### src/sv/lqf_pkg.sv
// Shared types and constants for the linked queue with free list.
// Used by the controller, the datapath and the top level; no dependencies.
package lqf_pkg;

   localparam int WORD_WIDTH = 32;

   localparam logic CMD_ENQUEUE = 1'b0;
   localparam logic CMD_DEQUEUE = 1'b1;

   typedef enum logic [2:0] {
      ST_IDLE,
      ST_ENQ_READ,
      ST_ENQ_LINK,
      ST_ENQ_TAIL,
      ST_DEQ_READ,
      ST_DEQ_LINK,
      ST_DEQ_DATA,
      ST_RESP
   } state_type;

   typedef struct packed {
      logic load_item;
      logic enq_read;
      logic enq_link;
      logic enq_tail;
      logic deq_read;
      logic deq_link;
      logic deq_data;
      logic resp_load;
   } ctrl_type;

   typedef struct packed {
      logic free_ok;
      logic head_ok;
      logic link_ok;
      logic rsp_busy;
   } stat_type;

endpackage

### src/sv/linked_queue_with_free_list_core.sv
// FIFO queue kept as a linked list over DEPTH nodes, with the unused nodes on a
// free list; each item (enqueue a word or dequeue the front) gives one result
// carrying accepted, the new front word, empty and full. Depends on lqf_pkg,
// lqf_ctrl and lqf_dp. A refused item (enqueue on full, dequeue on empty) goes
// straight to its result; an enqueue links the free-list head in behind the
// tail (or as the front, if the queue was empty); a dequeue frees the front
// node and loads the next front word, if any. No clearing pass is needed after
// reset: nodes never yet handed out are tracked by a fill count. A finished
// result waits in an output register while the next item is taken.
module linked_queue_with_free_list_core #(
   parameter int DEPTH      = 16,
   parameter int DATA_WIDTH = 32
) (
   input  logic                           clock,
   input  logic                           reset,
   input  logic                           req_valid,
   output logic                           req_stall,
   input  logic                           req_cmd,
   input  logic [lqf_pkg::WORD_WIDTH-1:0] req_enqueue_data,
   output logic                           rsp_valid,
   input  logic                           rsp_stall,
   output logic                           rsp_accepted,
   output logic                           rsp_front_valid,
   output logic [lqf_pkg::WORD_WIDTH-1:0] rsp_front_data,
   output logic                           rsp_queue_empty,
   output logic                           rsp_queue_full
);
   import lqf_pkg::*;

   ctrl_type ctrl;
   stat_type stat;

   lqf_ctrl u_ctrl (
      .clock     (clock),
      .reset     (reset),
      .req_valid (req_valid),
      .req_cmd   (req_cmd),
      .req_stall (req_stall),
      .stat      (stat),
      .ctrl      (ctrl)
   );

   lqf_dp #(
      .DEPTH      (DEPTH),
      .DATA_WIDTH (DATA_WIDTH)
   ) u_dp (
      .clock            (clock),
      .reset            (reset),
      .ctrl             (ctrl),
      .stat             (stat),
      .req_enqueue_data (req_enqueue_data),
      .rsp_valid        (rsp_valid),
      .rsp_stall        (rsp_stall),
      .rsp_accepted     (rsp_accepted),
      .rsp_front_valid  (rsp_front_valid),
      .rsp_front_data   (rsp_front_data),
      .rsp_queue_empty  (rsp_queue_empty),
      .rsp_queue_full   (rsp_queue_full)
   );

endmodule

### src/sv/lqf_ctrl.sv
// Sequencer for the linked queue: steps each item through the link memory.
// Depends on lqf_pkg; drives the datapath by commands, reads its status.
module lqf_ctrl (
   input  logic              clock,
   input  logic              reset,
   input  logic              req_valid,
   input  logic              req_cmd,
   output logic              req_stall,
   input  lqf_pkg::stat_type stat,
   output lqf_pkg::ctrl_type ctrl
);
   import lqf_pkg::*;

   state_type state_ff;
   state_type state_in;

   always_ff @(posedge clock) begin
      if (reset) begin
         state_ff <= ST_IDLE;
      end else begin
         state_ff <= state_in;
      end
   end

   always_comb begin
      state_in  = state_ff;
      ctrl      = '0;
      req_stall = 1'b1;
      unique case (state_ff)
         ST_IDLE: begin
            req_stall = 1'b0;
            if (req_valid) begin
               ctrl.load_item = 1'b1;
               if (req_cmd == CMD_ENQUEUE) begin
                  state_in = stat.free_ok ? ST_ENQ_READ : ST_RESP;
               end else begin
                  state_in = stat.head_ok ? ST_DEQ_READ : ST_RESP;
               end
            end
         end
         ST_ENQ_READ: begin
            ctrl.enq_read = 1'b1;
            state_in      = ST_ENQ_LINK;
         end
         ST_ENQ_LINK: begin
            ctrl.enq_link = 1'b1;
            state_in      = stat.head_ok ? ST_ENQ_TAIL : ST_RESP;
         end
         ST_ENQ_TAIL: begin
            ctrl.enq_tail = 1'b1;
            state_in      = ST_RESP;
         end
         ST_DEQ_READ: begin
            ctrl.deq_read = 1'b1;
            state_in      = ST_DEQ_LINK;
         end
         ST_DEQ_LINK: begin
            ctrl.deq_link = 1'b1;
            state_in      = stat.link_ok ? ST_DEQ_DATA : ST_RESP;
         end
         ST_DEQ_DATA: begin
            ctrl.deq_data = 1'b1;
            state_in      = ST_RESP;
         end
         ST_RESP: begin
            if (!stat.rsp_busy) begin
               ctrl.resp_load = 1'b1;
               state_in       = ST_IDLE;
            end
         end
         default: begin
            state_in = ST_IDLE;
         end
      endcase
   end

endmodule

### src/sv/lqf_dp.sv
// Datapath of the linked queue: node memories, list pointers, result register.
// Depends on lqf_pkg; follows the commands of lqf_ctrl.
module lqf_dp #(
   parameter int DEPTH      = 16,
   parameter int DATA_WIDTH = 32
) (
   input  logic                              clock,
   input  logic                              reset,
   input  lqf_pkg::ctrl_type                 ctrl,
   output lqf_pkg::stat_type                 stat,
   input  logic [lqf_pkg::WORD_WIDTH-1:0]    req_enqueue_data,
   output logic                              rsp_valid,
   input  logic                              rsp_stall,
   output logic                              rsp_accepted,
   output logic                              rsp_front_valid,
   output logic [lqf_pkg::WORD_WIDTH-1:0]    rsp_front_data,
   output logic                              rsp_queue_empty,
   output logic                              rsp_queue_full
);
   import lqf_pkg::*;

   localparam int AW = (DEPTH > 1) ? $clog2(DEPTH) : 1;

   logic [DATA_WIDTH-1:0] data_mem [DEPTH];
   logic [AW:0]           next_mem [DEPTH];

   logic [DATA_WIDTH-1:0] item_data_ff;
   logic [DATA_WIDTH-1:0] front_ff;
   logic [DATA_WIDTH-1:0] data_rd_ff;
   logic [AW:0]           next_rd_ff;
   logic [AW-1:0]         alloc_ff;

   logic [AW-1:0] free_head_ff;
   logic          free_ok_ff;
   logic [AW-1:0] head_ff;
   logic          head_ok_ff;
   logic [AW-1:0] tail_ff;
   logic [AW:0]   fresh_cnt_ff;
   logic          accepted_ff;

   logic          rsp_valid_ff;
   logic          rsp_accepted_ff;
   logic          rsp_front_valid_ff;
   logic [WORD_WIDTH-1:0] rsp_front_data_ff;
   logic          rsp_queue_empty_ff;
   logic          rsp_queue_full_ff;

   logic          fresh;
   logic [AW:0]   alloc_link;
   logic          next_we;
   logic [AW-1:0] next_waddr;
   logic [AW:0]   next_wdata;
   logic [AW-1:0] next_raddr;

   assign fresh      = {1'b0, alloc_ff} < fresh_cnt_ff;
   assign alloc_link = fresh ? {alloc_ff != '0, alloc_ff - 1'b1} : next_rd_ff;
   assign next_raddr = ctrl.enq_read ? free_head_ff : head_ff;

   always_comb begin
      next_we    = 1'b0;
      next_waddr = alloc_ff;
      next_wdata = '0;
      if (ctrl.enq_link) begin
         next_we = 1'b1;
      end else if (ctrl.enq_tail) begin
         next_we    = 1'b1;
         next_waddr = tail_ff;
         next_wdata = {1'b1, alloc_ff};
      end else if (ctrl.deq_link) begin
         next_we    = 1'b1;
         next_wdata = {free_ok_ff, free_head_ff};
      end
   end

   always_ff @(posedge clock) begin
      if (ctrl.enq_read) begin
         data_mem[free_head_ff] <= item_data_ff;
      end
      if (ctrl.deq_link) begin
         data_rd_ff <= data_mem[next_rd_ff[AW-1:0]];
      end
   end

   always_ff @(posedge clock) begin
      if (next_we) begin
         next_mem[next_waddr] <= next_wdata;
      end
      if (ctrl.enq_read || ctrl.deq_read) begin
         next_rd_ff <= next_mem[next_raddr];
      end
   end

   always_ff @(posedge clock) begin
      if (ctrl.load_item) begin
         item_data_ff <= DATA_WIDTH'(req_enqueue_data);
      end
      if (ctrl.enq_read) begin
         alloc_ff <= free_head_ff;
      end else if (ctrl.deq_read) begin
         alloc_ff <= head_ff;
      end
      if (ctrl.enq_link && !head_ok_ff) begin
         front_ff <= item_data_ff;
      end else if (ctrl.deq_data) begin
         front_ff <= data_rd_ff;
      end
   end

   always_ff @(posedge clock) begin
      if (reset) begin
         free_head_ff <= AW'(DEPTH - 1);
         free_ok_ff   <= 1'b1;
         head_ff      <= '0;
         head_ok_ff   <= 1'b0;
         tail_ff      <= '0;
         fresh_cnt_ff <= (AW + 1)'(DEPTH);
         accepted_ff  <= 1'b0;
      end else begin
         if (ctrl.load_item) begin
            accepted_ff <= 1'b0;
         end
         if (ctrl.enq_read || ctrl.deq_read) begin
            accepted_ff <= 1'b1;
         end
         if (ctrl.enq_link) begin
            free_head_ff <= alloc_link[AW-1:0];
            free_ok_ff   <= alloc_link[AW];
            if (fresh) begin
               fresh_cnt_ff <= fresh_cnt_ff - (AW + 1)'(1);
            end
            if (!head_ok_ff) begin
               head_ff    <= alloc_ff;
               tail_ff    <= alloc_ff;
               head_ok_ff <= 1'b1;
            end
         end
         if (ctrl.enq_tail) begin
            tail_ff <= alloc_ff;
         end
         if (ctrl.deq_link) begin
            free_head_ff <= alloc_ff;
            free_ok_ff   <= 1'b1;
            head_ok_ff   <= next_rd_ff[AW];
            if (next_rd_ff[AW]) begin
               head_ff <= next_rd_ff[AW-1:0];
            end else begin
               head_ff <= '0;
               tail_ff <= '0;
            end
         end
      end
   end

   always_ff @(posedge clock) begin
      if (reset) begin
         rsp_valid_ff <= 1'b0;
      end else if (ctrl.resp_load) begin
         rsp_valid_ff <= 1'b1;
      end else if (!rsp_stall) begin
         rsp_valid_ff <= 1'b0;
      end
   end

   always_ff @(posedge clock) begin
      if (ctrl.resp_load) begin
         rsp_accepted_ff    <= accepted_ff;
         rsp_front_valid_ff <= head_ok_ff;
         rsp_front_data_ff  <= head_ok_ff ? WORD_WIDTH'(front_ff) : '0;
         rsp_queue_empty_ff <= !head_ok_ff;
         rsp_queue_full_ff  <= !free_ok_ff;
      end
   end

   assign stat.free_ok  = free_ok_ff;
   assign stat.head_ok  = head_ok_ff;
   assign stat.link_ok  = next_rd_ff[AW];
   assign stat.rsp_busy = rsp_valid_ff && rsp_stall;

   assign rsp_valid       = rsp_valid_ff;
   assign rsp_accepted    = rsp_accepted_ff;
   assign rsp_front_valid = rsp_front_valid_ff;
   assign rsp_front_data  = rsp_front_data_ff;
   assign rsp_queue_empty = rsp_queue_empty_ff;
   assign rsp_queue_full  = rsp_queue_full_ff;

endmodule
### config.mk
export PLATFORM = sky130hd
export DESIGN_NAME = linked_queue_with_free_list_core
export DESIGN_NICKNAME = d
export VERILOG_FILES = /design/src/sv/lqf_pkg.sv /design/src/sv/linked_queue_with_free_list_core.sv /design/src/sv/lqf_ctrl.sv /design/src/sv/lqf_dp.sv
export SDC_FILE = /design/constraint.sdc
export NUM_CORES = 1
export LEC_CHECK = 0
export BUFFER_PORTS_ARGS = -buffer_cell sky130_fd_sc_hd__buf_2
export CAP_MARGIN = 5
export CORE_ASPECT_RATIO = 0.7
export CORE_MARGIN = 2
export CORE_UTILIZATION = 35
export DETAILED_ROUTE_END_ITERATION = 8
export PLACE_DENSITY = 0.52
export SETUP_SLACK_MARGIN = 0.5
export SLEW_MARGIN = 20
export SYNTH_ARGS = -nofsm -noshare
export SYNTH_HDL_FRONTEND = slang
export SYNTH_HIERARCHICAL = 1
export SYNTH_SLANG_ARGS = --single-unit
### constraint.sdc
create_clock -name clock -period 6.6 [get_ports clock]
set_input_delay 1.32 -clock clock [delete_from_list [all_inputs] [get_ports clock]]
set_output_delay 1.32 -clock clock [all_outputs]
set_load 0.02 [all_outputs]
# == Word level (Yosys, flattened, before mapping) ==
# Memories as Yosys holds them, arrays and structs flattened. A register that Yosys moved wholly into a read port is not among the register bits.
# Index checks and enable logic that the tools add are counted.
# word_totals
elab_cells,103
ff_bits,128
out_inout_bits,38
in_bits,37
ramBits,592
mem_count,2
# mem_list
name,words,width,rd,rd_ports_with_merged_regs,write_ports,line,text
u_dp.data_mem,16,32,1,1,1,lqf_dp.sv:24,logic [DATA_WIDTH-1:0] data_mem [DEPTH];
u_dp.next_mem,16,5,1,1,1,lqf_dp.sv:25,logic [AW:0] next_mem [DEPTH];
# classes
n_addsub,2
reduce_logical,16
mux,54
n_eq_ne,11
magnitude_cmp,1
# op_table
op,count
$mux W32,2
$mux W4,16
$mux W1,25
$pmux W3 S7,1
$mux W5,4
$mux W3,5
$eq A3 B3 Y1 const B,4
$reduce_bool A2 Y1,4
$eq A3 B2 Y1 const B,2
$ne A2 B2 Y1 const B,3
$reduce_and A2 Y1,3
$lt A4 B5 Y1,1
$sub A5 B1 Y5 const B,1
$reduce_bool A4 Y1,1
$reduce_or A2 Y1,2
$sub A4 B1 Y4 const B,1
$eq A3 B1 Y1 const B,1
$logic_not A3 Y1,1
$logic_and A1 B1 Y1,2
$logic_not A1 Y1,2
$mux W2,1
$ne A2 B1 Y1 const B,1
$logic_or A1 B1 Y1,1

# == Logic depth before layout (Yosys ltp) ==
# Gate-level depths: netlist of the first run.
# depth
ltp_word,7
depth_mapped,12
mapped_depth_nobuf,9

# == By module ==
# The synthesis of the first run kept the hierarchy.
# by_module_without_submodules
module,area_each_um2,n_inst,cells_each,seq_area_each_um2
lqf_dp,28722.5,1,1384,22431.5
lqf_ctrl,245.2,1,32,60.1

# == Worst setup path after synthesis of the first run ==
# OpenSTA, ideal clock, no wires.
# synth_path
kind,register to register
startpoint,register u_ctrl.state_ff[2]
endpoint,memory u_dp.data_mem[0][0] (enable)
path_stages_with_launch,7
period_less_slack_ns,4.087
setup_ns,0.461
arrival_time_ns,3.626
t_required_ns,6.139
n_path_buf,2
path_slack_ns,2.513
cell_sequence,dfxtp_1 -> buf_6 -> nor2_1 -> and2_1 -> buf_2 -> or3b_2 -> nor3_1
# synth_lines
item,line,text
start: declaration,lqf_ctrl.sv:14,state_type state_ff;
start signal: assignment,lqf_ctrl.sv:21,state_ff <= state_in;
end: declaration,lqf_dp.sv:24,

==> results of run 1 <==
==> metrics by stage <==
| step | cell area, um^2 | setup WS (ns) | hold WS [ns] | power, uW | util, % |
|---|---|---|---|---|---|
| final | 33100 | 3.47 | 0.437 | 14100 | 40.2 |
| after global routing | 33100 | 3.31 | 0.451 | 14700 | 40.2 |
| after floorplan | 29000 | 2.51 | 0.409 | 8990 | - |
| after global placement | 30700 | 3.23 | 0.420 | 10000 | 37.4 |
| after CTS | 33000 | 3.06 | 0.441 | 14200 | 40.2 |
| after detailed placement | 30700 | 3.07 | 0.427 | 10100 | 37.4 |
==> registers in the layout, indices dropped and copies added (netlist names), 5 cells and up <==
| register | count |
|---|---|
| u_dp/front_ff | 32 |
| u_dp/data_rd_ff | 32 |
| u_dp/rsp_front_data | 32 |
| u_dp/next_rd_ff | 5 |
| u_dp/next_mem | 80 |
| u_dp/fresh_cnt_ff | 5 |
| u_dp/data_mem | 512 |
| u_dp/item_data_ff | 32 |
==> kinds of logic (layout without fill, tap and decap cells) <==
kind of cell    Yosys count  count (layout)
compound gates           86              86
flops                   757             757
buf+inv                  97             264
mux                     203             203
fa+ha+maj                 6               6
xor+xnor                  3               3
simple gates            264             264
==> power by group <==
part           internal (uW)  switching, uW
sequential              6070            369
clock                   2320           1780
combinational           1550           1990
total                   9940           4140
==> cells in the mapped netlist, types with 3 or more instances <==
master | instances | area share, %
ha_1 | 6 | 0.26
clkbuf_1 | 40 | 0.52
a211oi_1 | 6 | 0.16
nand2b_1 | 6 | 0.13
a21oi_1 | 15 | 0.26
nor3_1 | 9 | 0.16
mux2_2 | 33 | 1.3
o21ai_1 | 4 | 0.069
nor2_1 | 63 | 0.82
buf_1 | 9 | 0.12
a21o_1 | 3 | 0.078
edfxtp_1 | 733 | 76
and3_1 | 25 | 0.54
nor2b_1 | 3 | 0.065
and2_1 | 35 | 0.76
a31oi_1 | 28 | 0.60
or2_2 | 3 | 0.065
nor3b_1 | 8 | 0.21
buf_2 | 14 | 0.24
buf_6 | 13 | 0.51
o21ai_0 | 9 | 0.16
mux2i_1 | 9 | 0.31
mux4_2 | 160 | 12
dfxtp_1 | 24 | 1.7
a22oi_1 | 10 | 0.26
inv_1 | 17 | 0.22
buf_4 | 3 | 0.078
nand2_1 | 102 | 1.3
==> cell type report <==
cell class                 instances  area, um^2
tap                             1080        1350
multi-input combinational        562        6120
inverter                          18        67.6
timing repair buffer             109         678
fill                            7335       49100
clock inverter                    37         288
clock buffer                     100        2050
sequential                       757       22500
==> worst max path at each step <==
stage / start / to / slack (ns) / depth (start not counted)
4_1_cts: u_ctrl/state_ff[2]$_SDFFE_PP0P_ / u_dp/next_rd_ff[0]$_DFFE_PP_ / 3.06 / 9
3_3_place_gp: u_ctrl/state_ff[2]$_SDFFE_PP0P_ / u_dp/next_rd_ff[0]$_DFFE_PP_ / 3.23 / 9
5_1_grt: u_ctrl/state_ff[0]$_SDFFE_PP0P_ / u_dp/next_mem[8][0]$_DFFE_PP_ / 3.31 / 5
2_1_floorplan: u_ctrl/state_ff[2]$_SDFFE_PP0P_ / u_dp/data_mem[0][0]$_DFFE_PP_ / 2.51 / 6
6_report: u_ctrl/state_ff[0]$_SDFFE_PP0P_ / u_dp/next_mem[8][4]$_DFFE_PP_ / 3.47 / 5
3_5_place_dp: u_ctrl/state_ff[2]$_SDFFE_PP0P_ / u_dp/next_rd_ff[2]$_DFFE_PP_ / 3.07 / 9
==> metal layers <==
metal,up-vias,wire (um)
li1,5932,-
met1,7492,30800
met2,400,31600
met3,94,3390
met4,0,1320
met5,-,0
==> flow_summary.yaml, run 1 <==
outcome:
  status: "complete, no violations"
sta:
  fin_crit_sh_pct: 47.5
  finClkSkew_ns: 0.0239
  slew_viol_final: 0
  setup_viol: 0
  rsz0062_at_grt: "no"
  hold_violations: 0
  period_minus_slack_ns: 3.13
  slew_headroom_pct: 23.3
  worstMarginPinSlew_ns: 1.15
  fmax_mhz: 319
  fin_setup_tns_ns: 0
die:
  start_util_pct: 35.3
  coreArea_mm2: 0.0821
  ios: 75
  die-height_um: 245
  die_area_mm2: 0.0851
  die_w_um: 348
  num_rows: 88
clocking:
  cts_num_sinks: 757
  holdBufCountCts: 0
  cts.root.buffer_cell: "clkbuf_16"
  htree_num_levels: 3
  cts_resized: 0
  clockBufferDepth: 3
  numCtsBuffers: 75
  cts_tree: "done"
  clk_transition_reported_paths_ns: 0.06
  clock_latency_ns: 0.63
  post_cts_buffers: 0
worst_setup_path:
  r2r_slack_ns: 3.47
  reg2reg_depth: 5
  path_max_fanout: 12
  crit_top_cell: "nor2_1"
  critPathKind: "register to register"
  reg2reg_to: "u_dp/next_mem[8][4]$_DFFE_PP_"
  cp_top_family: "simple AND/OR/NAND/NOR gates"
  cp.buffers_inverters: 0
  max_stage_delay_ns: 0.78
  crit_required_ns: 6.90
  crit_slowest_cell: "a31oi_1"
  crit_arrival_ns: 3.44
  r2r_start: "u_ctrl/state_ff[0]$_SDFFE_PP0P_"
  start_kind: "register"
  cp_cell_sequence: "nand2_1 > nor2_1 > nand2b_1 > a31oi_1 > nor2_1"
  cp-end-kind: "register"
route:
  via_count: 13900
  wirelength_um: 67000
  firstDrtPassIters: 5
  wire_per_inst_um: 25.2
  drc: 0
  ant_nets: 0
  drt_iter0_drc: 1376
  vias_per_cell: 5.23
finish:
  final_cell_mix: "733 x edfxtp_1, 160 x mux4_2, 102 x nand2_1"
  drive_gt1_share_pct: 27.5
  area_growth_pct: 14.1
  layout_commonest_cell: "edfxtp_1"
  n_antenna_cell: 0
  nNetsFinal: 1566
  post_layout_nonfiller_instances: 2663
yosys:
  synth_compound_area_share_pct: 1.90
  ys_ff_latch: 757
  synth_top_family_by_area: "multiplexers"
  synth-adder-area-share_pct: 0.259
  synth-seq-area-share_pct: 77.6
  ys_warn_count: 6
  syn_nets: 1459
  synthesis.instances: 1416
  synth_flop_cell: "edfxtp_1"
  syn_area_mm2: 0.0290
  synth_xor_area_share_pct: 0.0907
  synth_cell_types: 50
  synth_edf_count: 733
  avgSynthCellArea_um2: 20.5
  synth-async-reset-ratio_pct: 0
  synth-simple-area-share_pct: 4.33
  synth_mux_area_share_pct: 14.1
global_routing:
  grt_use_met2_pct: 25.0
  use_met1_pct: 22.9
  groute.usage.overall_pct: 15.9
  grt.busiest_layer: "met2"
  grt_pass1_vias: 14200
  grt_util_met3_pct: 2.70
  grt_pass1_wl_um: 97700
  grt_max_degree: 131
  antenna_found_initial: 1
  gr-total-overflow: 0
placement:
  dp.cells: 2525
  numPortBuffers: 74
  hpwl_um: 33700
  gp_congestion: 0.856
worst_hold_path:
  hp-class: "register to register"
  min_to: "u_dp/rsp_accepted$_DFFE_PP_"
  min_from: "u_dp/accepted_ff$_SDFFE_PP0P_"
  holdPathStages: 0
power:
  p_leak_uw: 0.0106
  cellPowerDensity_mw_per_mm2: 426
  vdd_drop_max_v: 0.000378
job:
  drv_cap: 0
No activity file was read; power rests on OpenSTA's default activity.
==> run 2: changes to the inputs <==
ABC_AREA = 1   (was not set)
clock period = 3.3 ns   (was 6.6 ns; I/O delays follow)
==> flow_summary.yaml, run 2 <==
route:
  ant_nets: 0
  wire_per_inst_um: 20.8
  wirelength_um: 77200
  drt_iter0_drc: 1752
  via_count: 18900
  drc: 0
  firstDrtPassIters: 5
  vias_per_cell: 5.09
worst_setup_path:
  reg2reg_to: "u_dp/next_mem[4][1]$_DFFE_PP_"
  cp_cell_sequence: "nand2_1 > nor2_2 > inv_2 > nand2_2 > o21ai_0 > inv_1 > nand3_1 > nor2_1"
  max_stage_delay_ns: 0.56
  cp-end-kind: "register"
  crit_arrival_ns: 2.88
  start_kind: "register"
  reg2reg_depth: 8
  r2r_slack_ns: 0.69
  endpoint: "u_dp/next_mem[4][1]$_DFFE_PP_"
  crit_required_ns: 3.57
  crit_slowest_cell: "dfxtp_1"
  cp-startpoint: "u_ctrl/state_ff[1]$_SDFFE_PP0P_"
  path_max_fanout: 13
  r2r_start: "u_ctrl/state_ff[1]$_SDFFE_PP0P_"
  critPathKind: "register to register"
power:
  cellPowerDensity_mw_per_mm2: 897
  p_total_uw: 31300
  vdd_drop_max_v: 0.00100
  p_leak_uw: 0.0124
die:
  ios: 75
  die-height_um: 251
  coreArea_mm2: 0.0863
  start_util_pct: 35.4
  num_rows: 90
  die_w_um: 357
  die_area_mm2: 0.0897
finish:
  area_growth_pct: 14.1
  n_fill_cell: 8131
  drive_gt1_share_pct: 11.5
  nNetsFinal: 2535
  largest_reg_flops: 512
  final_cell_mix: "733 x edfxtp_1, 320 x nand2_1, 237 x inv_1"
  reg.largest.list: "u_dp/data_mem x512, u_dp/next_mem x80"
  largest_register: "u_dp/data_mem"
  layout_commonest_cell: "edfxtp_1"
  n_antenna_cell: 0
clocking:
  clockBufferDepth: 3
  cts_num_sinks: 757
  numCtsBuffers: 77
  cts.root.buffer_cell: "clkbuf_16"
  clk_transition_reported_paths_ns: 0.06
  htree_num_levels: 3
  holdBufCountCts: 0
  post_cts_buffers: 0
  clock_latency_ns: 0.64
  cts_tree: "done"
yosys:
  synth_edf_count: 733
  avgSynthCellArea_um2: 12.6
  synth-async-reset-ratio_pct: 0
  syn_nets: 2472
  yosys-top-cells-area: "edfxtp_1 72%, nand2_1 4.0%, o211ai_1 3.9%"
  ys_warn_count: 6
  synth_top_area_share_pct: 72.1
  synth-seq-area-share_pct: 73.7
  synth_top_area_cell: "edfxtp_1"
  syn_area_mm2: 0.0305
  synth_flop_cell: "edfxtp_1"
  synthesis.instances: 2429
  ys_ff_latch: 757
  synth_commonest_cells: "733 x edfxtp_1, 322 x nand2_1, 244 x nor2_1, 240 x inv_1, 197 x o21ai_0"
  synth.most_common_cell: "edfxtp_1"
  synth_cell_types: 38
job:
  drv_cap: 0
sta:
  slew_headroom_pct: 23.8
  finClkSkew_ns: 0.0186
  period_minus_slack_ns: 2.61
  fin_crit_sh_pct: 79.1
  setup_viol: 0
  fmax_mhz: 383
  worstMarginPinSlew_ns: 1.14
  hold_violations: 0
  slew_viol_final: 0
  fin_setup_tns_ns: 0
  rsz0062_at_grt: "yes"
global_routing:
  grt_pass1_wl_um: 116000
  gr-total-overflow: 0
  antenna_found_initial: 0
  grt_pass1_vias: 18300
  groute.usage.overall_pct: 17.2
  grt_max_degree: 226
placement:
  gp_congestion: 0.841
  hpwl_um: 42000
  numPortBuffers: 74
worst_hold_path:
  min_from: "req_enqueue_data[19]"
  hp-class: "primary input to register"
outcome:
  status: "complete, no violations"
-- run 2: cell count changes in the layout (fill, tap and decap cells not counted), moves of 28 or more --
cell	previous run	this run
nand2_1	102	320
and2_1	35	0
o21ai_0	9	195
nor2_1	50	223
inv_1	17	237
mux4_2	160	0
o211ai_1	0	160
mux2_2	33	0
o21ai_1	4	49
a21oi_1	15	73
nand3_1	1	184
a31oi_1	28	0
-- run 2: critical path, delay by kind of cell, from the launching register on --
kind / cells / cell delay [ns]
simple gates: 5 / 1.25
buf+inv: 2 / 0.22
flops: 1 / 0.56
compound gates: 1 / 0.21
-- run 2: worst min-delay path by stage --
| stage | to | slack (ns) | cells past startpoint |
|---|---|---|---|
| 2_1_floorplan | u_dp/rsp_accepted$_DFFE_PP_ | 0.41 | 0 |
| 3_3_place_gp | u_dp/rsp_accepted$_DFFE_PP_ | 0.42 | 0 |
| 5_1_grt | u_dp/item_data_ff[19]$_DFFE_PP_ | 0.16 | 1 |
| 6_report | u_dp/item_data_ff[19]$_DFFE_PP_ | 0.19 | 1 |
| 3_5_place_dp | u_dp/rsp_accepted$_DFFE_PP_ | 0.43 | 0 |
| 4_1_cts | u_dp/item_data_ff[19]$_DFFE_PP_ | 0.14 | 1 |
-- run 2: what timing repair did --
action / 4_1_cts / 5_1_grt
endpoints found under the hold margin: 0 / 0
gates resized for setup: 1 / 8
setup endpoints to repair: 47 / 85
-- run 2: area by class of cell --
class	instances	area (um^2)	area share, %
well taps	1150	1440	4.13
flip-flops and latches	757	22500	64.5
inverters	245	925	2.65
multi-input cells	1286	6500	18.6
clock inverters	51	552	1.58
clock buffers	91	2020	5.80
repair buffers	125	928	2.66
-- run 2: logic make-up after synthesis --
logic type | Yosys count | share of synthesized area [%]
xor+xnor | 5 | 0.143
compound gates | 488 | 9.43
simple gates | 787 | 10.9
buf+inv | 386 | 5.66
flops | 757 | 73.7
fa+ha+maj | 6 | 0.246
-- run 2: routing by layer --
metal | vias up | routed length (um) | global-route usage [%]
met5 | - | 0 | 0
met4 | 0 | 1990 | 5.64
met3 | 115 | 4430 | 3.14
met2 | 537 | 33100 | 25.1
met1 | 9450 | 37600 | 25.9
li1 | 8756 | - | -
-- run 2: metrics by stage --
step           setup WS, ns  std cells  util (%)  hold slack, ns  cell area [um^2]
3_3_place_gp          0.579       3563      37.4           0.424             32300
2_1_floorplan         0.256       2429         -           0.409             30600
4_1_cts               0.605       3705      40.4           0.136             34800
6_report              0.691       3705      40.4           0.193             34900
5_1_grt               0.479       3705      40.4           0.163             34900
3_5_place_dp          0.434       3563      37.4           0.429             32300
-- run 2: power by group --
group	internal (uW)	switching (uW)	total [uW]
sequential	12200	753	12900
clock	5260	3700	8950
combinational	2600	6790	9390
total	20000	11200	31300
